==> src/hdl/pipc_pkg.sv <==
`default_nettype none

package pipc_pkg;

    // Storage and arithmetic sizing
    localparam int MAX_VERTICES = 64;
    localparam int COORD_BITS   = 16;
    localparam int ADDR_W       = (MAX_VERTICES > 1) ? $clog2(MAX_VERTICES) : 1;

    // Port field widths
    localparam int OPC_W   = 1;
    localparam int VIDX_W  = 6;
    localparam int FIELD_W = 16;
    localparam int CNT_W   = 7;
    localparam int TOL_W   = 16;
    localparam int CFG_W   = 16;
    localparam int CFGI_W  = 1;

    // Datapath widths
    localparam int DIF_W = COORD_BITS + 1;
    localparam int P_W   = 2 * DIF_W;
    localparam int DET_W = P_W + 1;
    localparam int CMP_W = (DET_W > TOL_W + 1) ? DET_W : TOL_W + 2;
    localparam int RAM_W = 2 * COORD_BITS;

    // Operation codes
    localparam logic [OPC_W-1:0] OP_WRITE = 1'b0;
    localparam logic [OPC_W-1:0] OP_QUERY = 1'b1;

    // Configuration register indexes
    localparam logic [CFGI_W-1:0] REG_VERTEX_COUNT = 1'd0;
    localparam logic [CFGI_W-1:0] REG_COLLINEAR_TOL = 1'd1;

    localparam logic [CNT_W-1:0] VCOUNT_RESET = 7'd3;
    localparam logic [CNT_W-1:0] MIN_VERTICES = 7'd3;

    // Sequencer states
    typedef enum logic [2:0] {
        S_IDLE,
        S_LOAD0,
        S_LOAD,
        S_MUL1,
        S_MUL2,
        S_SUB,
        S_CHECK
    } t_state;

endpackage

`default_nettype wire

==> src/hdl/pipc_ram.sv <==
`default_nettype none

module pipc_ram #(
    parameter int WIDTH = 32,
    parameter int DEPTH = 64,
    parameter int AW    = (DEPTH > 1) ? $clog2(DEPTH) : 1
) (
    input  wire logic             i_clk,
    input  wire logic             i_we,
    input  wire logic [AW-1:0]    i_waddr,
    input  wire logic [WIDTH-1:0] i_wdata,
    input  wire logic             i_re,
    input  wire logic [AW-1:0]    i_raddr,
    output logic      [WIDTH-1:0] o_rdata
);

    logic [WIDTH-1:0] r_mem [DEPTH];
    logic [WIDTH-1:0] r_rdata;

    // Write port
    always_ff @(posedge i_clk) begin
        if (i_we) begin
            r_mem[i_waddr] <= i_wdata;
        end
    end

    // Registered read, held between reads
    always_ff @(posedge i_clk) begin
        if (i_re) begin
            r_rdata <= r_mem[i_raddr];
        end
    end

    assign o_rdata = r_rdata;

endmodule

`default_nettype wire

==> src/hdl/point_in_convex_polygon.sv <==
`default_nettype none

// Convex polygon point test.
// Commands enter on start while busy is low. opcode OP_WRITE stores the
// vertex (x_coord, y_coord) at vertex_index and gives no result;
// the block stays ready. opcode OP_QUERY tests the point against the stored
// polygon of vertex_count vertices and returns one o_inside_res, marked by a
// one-cycle o_res_valid strobe; the receiver cannot stall it.
// A query walks the closing edge and then each consecutive edge through one
// shared signed multiplier; each edge steps through difference, two products,
// det subtract and tolerance check. The walk may end early on the first
// failing edge. A count below three answers in the cycle after acceptance.
// busy is high for the whole walk. The vertex store is a single RAM with one
// read port: one vertex fetch per edge, plus the last vertex fetched up
// front. It has no reset; vertices must be written before they are queried.
// Registers are written on i_cfg_we; the user must write them only while
// idle, which the block does not enforce. Synchronous active-low reset
// returns to idle with vertex_count 3 and collinear_tolerance 0.

module point_in_convex_polygon (
    input  wire logic                         i_clk,
    input  wire logic                         i_rst_n,
    input  wire logic                         start,
    output logic                              busy,
    input  wire logic [pipc_pkg::OPC_W-1:0]   i_opcode,
    input  wire logic [pipc_pkg::VIDX_W-1:0]  i_vertex_index,
    input  wire logic signed [pipc_pkg::FIELD_W-1:0] i_x_coord,
    input  wire logic signed [pipc_pkg::FIELD_W-1:0] i_y_coord,
    output logic                              o_res_valid,
    output logic                              o_inside_res,
    input  wire logic                         i_cfg_we,
    input  wire logic [pipc_pkg::CFGI_W-1:0]  i_cfg_index,
    input  wire logic [pipc_pkg::CFG_W-1:0]   i_cfg_data
);

    import pipc_pkg::*;

    t_state r_state, n_state;

    logic [CNT_W-1:0] r_vcount;
    logic [TOL_W-1:0] r_tol;

    logic [CNT_W-1:0] r_n, n_n;
    logic [CNT_W-1:0] r_edge, n_edge;
    logic             r_first_neg, n_first_neg;
    logic             r_res_valid, n_res_valid;
    logic             r_inside, n_inside;

    logic signed [COORD_BITS-1:0] r_px, r_py, r_ux, r_uy;
    logic signed [DIF_W-1:0]      r_dirx, r_diry, r_difx, r_dify;
    logic signed [P_W-1:0]        r_p1, r_p2;
    logic signed [DET_W-1:0]      r_det;

    logic                     accept;
    logic                     ram_we, ram_re;
    logic [ADDR_W-1:0]        ram_waddr, ram_raddr;
    logic [RAM_W-1:0]         ram_rdata;
    logic signed [COORD_BITS-1:0] in_x, in_y, rd_x, rd_y;
    logic [31:0]              widx, raddr_wide, n_eff_wide;
    logic [CNT_W-1:0]         n_eff;
    logic                     last_edge;

    logic signed [DIF_W-1:0]  mul_a, mul_b;
    logic signed [P_W-1:0]    mul_p;

    logic signed [CMP_W-1:0]  det_c, tol_c;
    logic                     det_pos, det_neg;

    assign accept = start && !busy;
    assign busy   = (r_state != S_IDLE);

    // Coordinate wrap to COORD_BITS
    assign in_x = COORD_BITS'(32'(i_x_coord));
    assign in_y = COORD_BITS'(32'(i_y_coord));
    assign rd_x = $signed(ram_rdata[COORD_BITS-1:0]);
    assign rd_y = $signed(ram_rdata[RAM_W-1:COORD_BITS]);

    // Vertex store write
    assign widx      = 32'(i_vertex_index);
    assign ram_we    = accept && (i_opcode == OP_WRITE) && (widx < 32'(MAX_VERTICES));
    assign ram_waddr = widx[ADDR_W-1:0];

    pipc_ram #(
        .WIDTH (RAM_W),
        .DEPTH (MAX_VERTICES)
    ) u_store (
        .i_clk   (i_clk),
        .i_we    (ram_we),
        .i_waddr (ram_waddr),
        .i_wdata ({in_y, in_x}),
        .i_re    (ram_re),
        .i_raddr (ram_raddr),
        .o_rdata (ram_rdata)
    );

    // Saturated vertex count
    assign n_eff_wide = (32'(r_vcount) > 32'(MAX_VERTICES)) ? 32'(MAX_VERTICES)
                                                            : 32'(r_vcount);
    assign n_eff      = n_eff_wide[CNT_W-1:0];
    assign last_edge  = (r_edge == r_n - CNT_W'(1));

    // Shared multiplier
    assign mul_a = (r_state == S_MUL1) ? r_dirx : r_diry;
    assign mul_b = (r_state == S_MUL1) ? r_dify : r_difx;
    assign mul_p = P_W'(mul_a) * P_W'(mul_b);

    // Tolerance test on the registered det
    assign det_c   = CMP_W'(r_det);
    assign tol_c   = $signed(CMP_W'(r_tol));
    assign det_pos = det_c > tol_c;
    assign det_neg = det_c < -tol_c;

    // Configuration registers
    always_ff @(posedge i_clk) begin
        if (!i_rst_n) begin
            r_vcount <= VCOUNT_RESET;
            r_tol    <= '0;
        end else if (i_cfg_we) begin
            unique case (i_cfg_index)
                REG_VERTEX_COUNT:  r_vcount <= i_cfg_data[CNT_W-1:0];
                REG_COLLINEAR_TOL: r_tol    <= i_cfg_data[TOL_W-1:0];
                default:           r_tol    <= r_tol;
            endcase
        end
    end

    // Next state
    always_comb begin
        n_state = r_state;
        unique case (r_state)
            S_IDLE: begin
                if (accept && (i_opcode == OP_QUERY) && (n_eff >= MIN_VERTICES)) begin
                    n_state = S_LOAD0;
                end
            end
            S_LOAD0: n_state = S_LOAD;
            S_LOAD:  n_state = S_MUL1;
            S_MUL1:  n_state = S_MUL2;
            S_MUL2:  n_state = S_SUB;
            S_SUB:   n_state = S_CHECK;
            S_CHECK: begin
                priority if (!(det_pos || det_neg)) begin
                    n_state = S_IDLE;
                end else if ((r_edge != '0) && (det_neg != r_first_neg)) begin
                    n_state = S_IDLE;
                end else if (last_edge) begin
                    n_state = S_IDLE;
                end else begin
                    n_state = S_LOAD;
                end
            end
            default: n_state = S_IDLE;
        endcase
    end

    // Outputs and control updates
    always_comb begin
        n_n         = r_n;
        n_edge      = r_edge;
        n_first_neg = r_first_neg;
        n_res_valid = 1'b0;
        n_inside    = r_inside;
        ram_re      = 1'b0;
        raddr_wide  = '0;
        unique case (r_state)
            S_IDLE: begin
                if (accept && (i_opcode == OP_QUERY)) begin
                    if (n_eff >= MIN_VERTICES) begin
                        n_n        = n_eff;
                        n_edge     = '0;
                        ram_re     = 1'b1;
                        raddr_wide = 32'(n_eff - CNT_W'(1));
                    end else begin
                        n_res_valid = 1'b1;
                        n_inside    = 1'b0;
                    end
                end
            end
            S_LOAD0: begin
                // first edge ends at vertex zero
                ram_re     = 1'b1;
                raddr_wide = '0;
            end
            S_MUL2: begin
                // prefetch the end vertex of the next edge
                ram_re     = !last_edge;
                raddr_wide = 32'(r_edge + CNT_W'(1));
            end
            S_CHECK: begin
                priority if (!(det_pos || det_neg)) begin
                    n_res_valid = 1'b1;
                    n_inside    = 1'b0;
                end else if ((r_edge != '0) && (det_neg != r_first_neg)) begin
                    n_res_valid = 1'b1;
                    n_inside    = 1'b0;
                end else if (last_edge) begin
                    n_res_valid = 1'b1;
                    n_inside    = 1'b1;
                end else begin
                    n_edge = r_edge + CNT_W'(1);
                end
                if (r_edge == '0) begin
                    n_first_neg = det_neg;
                end
            end
            default: begin
                ram_re = 1'b0;
            end
        endcase
    end

    assign ram_raddr = raddr_wide[ADDR_W-1:0];

    // Control registers
    always_ff @(posedge i_clk) begin
        if (!i_rst_n) begin
            r_state     <= S_IDLE;
            r_n         <= '0;
            r_edge      <= '0;
            r_first_neg <= 1'b0;
            r_res_valid <= 1'b0;
            r_inside    <= 1'b0;
        end else begin
            r_state     <= n_state;
            r_n         <= n_n;
            r_edge      <= n_edge;
            r_first_neg <= n_first_neg;
            r_res_valid <= n_res_valid;
            r_inside    <= n_inside;
        end
    end

    // Datapath registers
    always_ff @(posedge i_clk) begin
        if (accept) begin
            r_px <= in_x;
            r_py <= in_y;
        end
        if (r_state == S_LOAD0) begin
            r_ux <= rd_x;
            r_uy <= rd_y;
        end
        if (r_state == S_LOAD) begin
            r_dirx <= DIF_W'(rd_x) - DIF_W'(r_ux);
            r_diry <= DIF_W'(rd_y) - DIF_W'(r_uy);
            r_difx <= DIF_W'(r_px) - DIF_W'(r_ux);
            r_dify <= DIF_W'(r_py) - DIF_W'(r_uy);
            r_ux   <= rd_x;
            r_uy   <= rd_y;
        end
        if (r_state == S_MUL1) begin
            r_p1 <= mul_p;
        end
        if (r_state == S_MUL2) begin
            r_p2 <= mul_p;
        end
        if (r_state == S_SUB) begin
            r_det <= DET_W'(r_p1) - DET_W'(r_p2);
        end
    end

    assign o_res_valid  = r_res_valid;
    assign o_inside_res = r_inside;

    // Result strobe only when the walk has ended
    a_res_idle: assert property (@(posedge i_clk) disable iff (!i_rst_n)
        o_res_valid |-> !busy)
        else $error("result strobe while busy");

    // A walk starts only from an accepted query
    a_busy_start: assert property (@(posedge i_clk) disable iff (!i_rst_n)
        $rose(busy) |-> $past(start && (i_opcode == OP_QUERY)))
        else $error("walk started without a query");

    // Edge counter stays within the polygon
    a_edge_range: assert property (@(posedge i_clk) disable iff (!i_rst_n)
        busy |-> (r_edge < r_n))
        else $error("edge counter out of range");

    // The store port never reads and writes in the same cycle
    a_ram_excl: assert property (@(posedge i_clk) disable iff (!i_rst_n)
        !(ram_we && ram_re))
        else $error("store read and write collide");

endmodule

`default_nettype wire
==> config.mk <==
export PLATFORM = sky130hd
export DESIGN_NAME = point_in_convex_polygon
export DESIGN_NICKNAME = d
export VERILOG_FILES = /design/src/hdl/pipc_pkg.sv /design/src/hdl/pipc_ram.sv /design/src/hdl/point_in_convex_polygon.sv
export SDC_FILE = /design/constraint.sdc
export NUM_CORES = 2
export LEC_CHECK = 0
export BUFFER_PORTS_ARGS = -buffer_cell sky130_fd_sc_hd__buf_2
export CAP_MARGIN = 15
export CORE_ASPECT_RATIO = 0.5
export CORE_UTILIZATION = 41
export CTS_BUF_LIST = sky130_fd_sc_hd__clkbuf_2 sky130_fd_sc_hd__clkbuf_4 sky130_fd_sc_hd__clkbuf_8
export CTS_CLUSTER_DIAMETER = 120
export DETAILED_ROUTE_END_ITERATION = 10
export GPL_TIMING_DRIVEN = 0
export PLACE_DENSITY = 0.57
export SYNTH_ARGS = -nofsm -noshare
export SYNTH_HDL_FRONTEND = slang
export SYNTH_SLANG_ARGS = --single-unit
==> constraint.sdc <==
create_clock -name i_clk -period 24.5 [get_ports i_clk]
set_clock_uncertainty 0.15 [all_clocks]
set_input_delay 1.225 -clock i_clk [delete_from_list [all_inputs] [get_ports i_clk]]
set_output_delay 1.225 -clock i_clk [all_outputs]
set_load 0.01 [all_outputs]
# == Word-level counts from Yosys, hierarchy flattened ==
# Memories as Yosys holds them, arrays and structs flattened. A register that Yosys moved wholly into a read port is not among the register bits.
# Index checks and enable logic that the tools add are counted.
# totals
ram_bits,2048
mem_count,1
wordCells,113
output_inout_bits,3
reg_bits,278
# classes
reduce_logical,21
bitwise,2
mux,38
addsub,10
n_lt_le_gt_ge,5
multipliers,1
n_eq_ne,16
# mem_list
memory,words,width,read_ports,rd_ports_with_merged_regs,wr,line,rtl
u_store.r_mem,64,32,1,1,1,pipc_ram.sv:17,logic [WIDTH-1:0] r_mem [DEPTH];
# op_table
op,n
$sub A16 B16 Y17,4
$mux W16,4
$mux W7,6
$gt A35 B17 Y1,1
$lt A35 B35 Y1,1
$neg A16 Y35,1
$sub A34 B34 Y35,1
$mul A17 B17 Y34,1
$mux W17,2
$pmux W3 S7,1
$mux W1,14
$ne A2 B2 Y1 const B,7
$pmux W7 S2,1
$mux W6,2
$pmux W6 S2,1
$eq A3 B3 Y1 const B,3
$add A7 B1 Y7 const B,1
$eq A7 B7 Y1,1
$ge A7 B2 Y1 const B,1
$gt A7 B7 Y1 const B,1
$logic_not A7 Y1,1
$lt A6 B7 Y1 const B,1
$reduce_bool A7 Y1,1
$sub A7 B1 Y7 const B,1
other kinds (21),35

# == Longest topological paths before layout ==
# logic_depth
ltp_word,7
mapped_depth,31

# == Hierarchy ==
# Synthesis repeated with hierarchy kept, for this count alone.
# hier_totals
cells_unflattened,5994
area_unflattened_um2,105225.9
# by_module_without_submodules
mod,area_per_inst_um2,n_inst,seq_area_each_um2,cells_per_inst
pipc_ram,78835.6,1,62459.9,3324
point_in_convex_polygon,26390.3,1,7917.6,2670

# == Worst setup path after synthesis ==
# Ideal clock, no wire load.
# synth_timing
kind,register to register
from,reg r_state[1]
to,reg r_p1[33] (data pin)
setup_ps,264
arrival_ps,7927
slack_ps,16158
path_stages_with_launch,28
path_cell_list,dfxtp_1 -> clkbuf_1 -> nand2_1 -> clkinv_1 -> clkbuf_1 -> nand2_1 -> nand2_1 -> nand2_1 -> fa_1 -> fa_1 -> fa_1 -> inv_1 -> fa_1 -> fa_1 -> inv_1 -> fa_1 -> inv_1 -> ha_1 -> and3_1 -> and2_1 -> a221o_1 -> a221o_1 -> nor2_1 -> nor3_1 -> nor4_1 -> o21bai_1 -> a21oi_1 -> xnor2_1
# synth_between
elab_chain_cells,3
# synth_rtl
element,line,rtl
"start, declared",point_in_convex_polygon.sv:38,"t_state r_state, n_state;"
"start signal, assigned",point_in_convex_polygon.sv:224,r_state <= n_state;
$eq A3 B2 Y1 *,"point_in_convex_polygon.sv:103, point_in_convex_polygon.sv:104",
$mux W17 (on tied branches),"point_in_convex_polygon.sv:103, point_in_convex_polygon.sv:104",
$mul A17 B17 Y34 *,point_in_convex_polygon.sv:105,assign mul_p = P_W'(mul_a) * P_W'(mul_b);
named net mul_p[33],point_in_convex_polygon.sv:64,logic signed [P_W-1:0] mul_p;
"end signal, assigned",point_in_convex_polygon.sv:252,r_p1 <= mul_p;
"end, declared",point_in_convex_polygon.sv:51,"logic signed [P_W-1:0] r_p1, r_p2;"
# The timed path passes the listed nets; every way through them passes the cells marked *.
# A chain may end at the register's enable or synchronous reset.

# == Worst setup path in the final report ==
# layout_timing
from,reg r_state[2]
to,reg r_p1[33] (data pin)
# Same word-level chain as after synthesis.

==> results.md <==
- Status: finished clean
- Fmax: 0.0954 GHz
- CP peak stage delay: 1.00 ns
- Post-Syn Instances: 8768
- Hold WC Path Type: reg2reg
- Post-cts resize count: 0
- Internal power: 9.30 mW
- Postcts setup bufs: 0
- Power share of the clock group: 21.2%
- Row cnt: 132
- Layout cells sized above 1: 11.1%
- CTS buffer count: 348
- Crit. End Element: flop
- Clock slew at reported path FFs: 0.06 ns
- Die ar.: 266000 um2
- Leakage: 45.2 nW
- Setup TNS: 0 ns
- Vias after detailed routing: 76500
- Grt ovf: 0
- Latest clock arrival within the worst-skew pair: 1.06 ns
- Initial antenna violation count: 46
- P&R area growth vs syn: 13.4%
- Required @ worst endpoint: 25.03 ns
- Slew Limit Fails: 0
- Sequential area share after synthesis: 65.1%
- Slew @ Worst Pin: 1.34 ns
- Mapped cell area: 108000 um2
- Buffers on Ports: 59
- Post-Synth Simple-Gate Area: 14.9%
- Post-synth top area share: 64.3%
- Crit share post-route: 42.8%
- Sw Share: 38.0%
- First-pass GRT wire length: 532 mm
- Initial core utilization: 41.5%
- Die width: 728 um
- Reg area: 70400 um2
- Xor-xnor portion of the synthesized cell area: 1.04%
- Leading area contributor after synthesis: edfxtp_1
- CP arrival: 11.01 ns
- Overall die height: 365 um
- Critical path class: reg2reg
- Clk sinks: 2358
- # IOs: 63
- Total power: 15.0 mW
- Sequential share of power: 34.4%
- Max_slew headroom: 10.1%
- # nets final: 9916
- Aggregate routed wire length: 382 mm
- Most frequent cell after synthesis: edfxtp_1
- Fin. Hold Viols: 0
- Root Driver: clkbuf_8
- CTS tree: yes
- Sw Pwr: 5.69 mW
- Final HPWL from detailed placement: 270 mm
- CP max stage cell: mux2i_1
- Vias in the first global route: 71600
- Number of synthesized flops with an enable pin: 2315
- Synth Flop Type: edfxtp_1
- Core footprint: 261000 um2
- CTS Hold Buffers Added: 0
- Final setup violation count: 0
- Global Route Usage Sum: 28.2%
- Pwr Density: 122 nW/um2
- Fill count: 23500
- Mux cell area share after synthesis: 0.885%
- Startpoint types: flop
- RSZ-0062 raised after global routing: false
- Largest net degree at the start of global routing: 66
- Compound-Gate Fraction of Synth Area: 6.20%
- Ranking of synthesized cells by area: edfxtp_1 (64%), nand2_1 (7.8%), fa_1 (5.6%)
- Post-synth cell types: 80
- Initial DRC count: 12300
- Adder-Cell Fraction of Synth Area: 8.35%
- Synth warnings: 0
- Vias per cell: 5.86
- Antenna-violating nets left: 0
- Worst vdd ir: 0.455 mV
- Asr flop ratio synth: 0%
- Initial DRT Pass Iterations: 8
- Maxcap violations: 0
- Combinational family with the most area after synthesis: simple AND/OR/NAND/NOR gates
- CP dominant cell by count: fa_1
- RePlAce Congestion: 0.995
- Post-route DRC: 0
- Maximum clock path buffer count: 4
- Logic gate share of total power: 44.5%
- Mapped Avg Cell Area: 12.3 um2
- Area of the multi-input gates: 34500 um2
- Wire per inst: 29.3 um
- Fin crit period: 10.49 ns
- Max H-tree Level: 5
- Crit-path max FO: 10
- Commonest cells in the netlist: edfxtp_1 (2315), nand2_1 (2246), nand3_1 (706)
- Syn nets: 9369
- FF+latch count, synth: 2358
## final cells by class
class	instances	share of cell area, %
sequential	2358	57.4
timing repair buffer	197	2.52
tap	3484	3.55
clock inverter	118	0.593
inverter	451	1.38
clock buffer	477	4.72
multi-input combinational	5500	28.1
antenna	16	0.0326
buffer	459	1.71
## sequential cells by signal, indices dropped and copies added (netlist names), 17 cells and up
name and count:
det_c 35, r_difx 17, r_dify 17, r_dirx 17, r_diry 17, r_p1 34, r_p2 34, u_store.o_rdata 32
u_store.r_mem 2048
## cell usage in the layout, fill, tap and decap left out, types with 63 or more instances in the layout
cell      netlist  layout
a21oi_1       210     210
a311oi_1      148     148
a31oi_1       196     196
and3_1        199     199
buf_2         210     245
buf_4          25      67
clkbuf_1      169     168
clkbuf_4        0     124
clkbuf_8        0     354
clkinv_1        2      75
edfxtp_1     2315    2315
fa_1          301     301
ha_1          240     240
inv_1         449     448
mux2i_1        90      87
nand2_1      2246    2246
nand3_1       706     706
nor2_1        344     279
nor2_4          0      65
nor3_1         63      63
o21ai_0       119     114
xnor2_1        95      95
## power groups by stage
stage	clock network (mW)	logic [mW]	registers [mW]
3_3_place_gp	0	6.56	5.25
3_5_place_dp	0	6.68	5.24
2_1_floorplan	0	4.77	5.22
4_1_cts	3.17	6.72	5.15
6_report	3.17	6.67	5.15
5_1_grt	3.34	7.59	5.15
## layer usage
metal  vias to the layer above  share of wire [%]  track usage [%]
met1                     38300                 40             39.0
li1                      32500                  -                -
met3                       926                 12             7.37
met4                        28                5.3             13.1
met5                         -              0.099                0
met2                      4756                 43             41.7
## worst max-delay path: cells and delay by family, from the launching register on
kind	cells	cell delay (ns)
compound gates	4	1.18
xor+xnor	1	0.17
fa+ha+maj	7	3.85
buf+inv	5	1.88
flops	1	0.38
mux	1	1.00
simple gates	7	1.59
## cell families after synthesis
family,count (synthesis)
compound gates,978
xor+xnor,129
flops,2358
simple gates,3759
buf+inv,910
fa+ha+maj,541
mux,93
## path summary, 6_finish.rpt
check / slack (ns) / startpoint / endpoint / cells past startpoint
worst max-delay path: 14.01 / r_state[2] / r_p1[33] / 25
worst min-delay path: 0.32 / r_n[6] / r_n[6] / 2
worst max register to register: 14.01 / r_state[2] / r_p1[33] / 25
worst min register to register: 0.32 / r_n[6] / r_n[6] / 2
## metrics by stage
step | cells | setup slack, ns | instance area (um2) | hold WS (ns) | util (%)
final | 13100 | 14.01 | 123000 | 0.321 | 47.1
after global routing | 13100 | 13.57 | 123000 | 0.328 | 47.1
after CTS | 13000 | 13.92 | 123000 | 0.308 | 47.0
after detailed placement | 12400 | 13.96 | 116000 | 0.312 | 44.5
after global placement | 12300 | 13.77 | 113000 | 0.292 | 43.3
after floorplan | 8768 | 16.16 | 108000 | 0.276 | -
(Power assumes the default switching activity.)
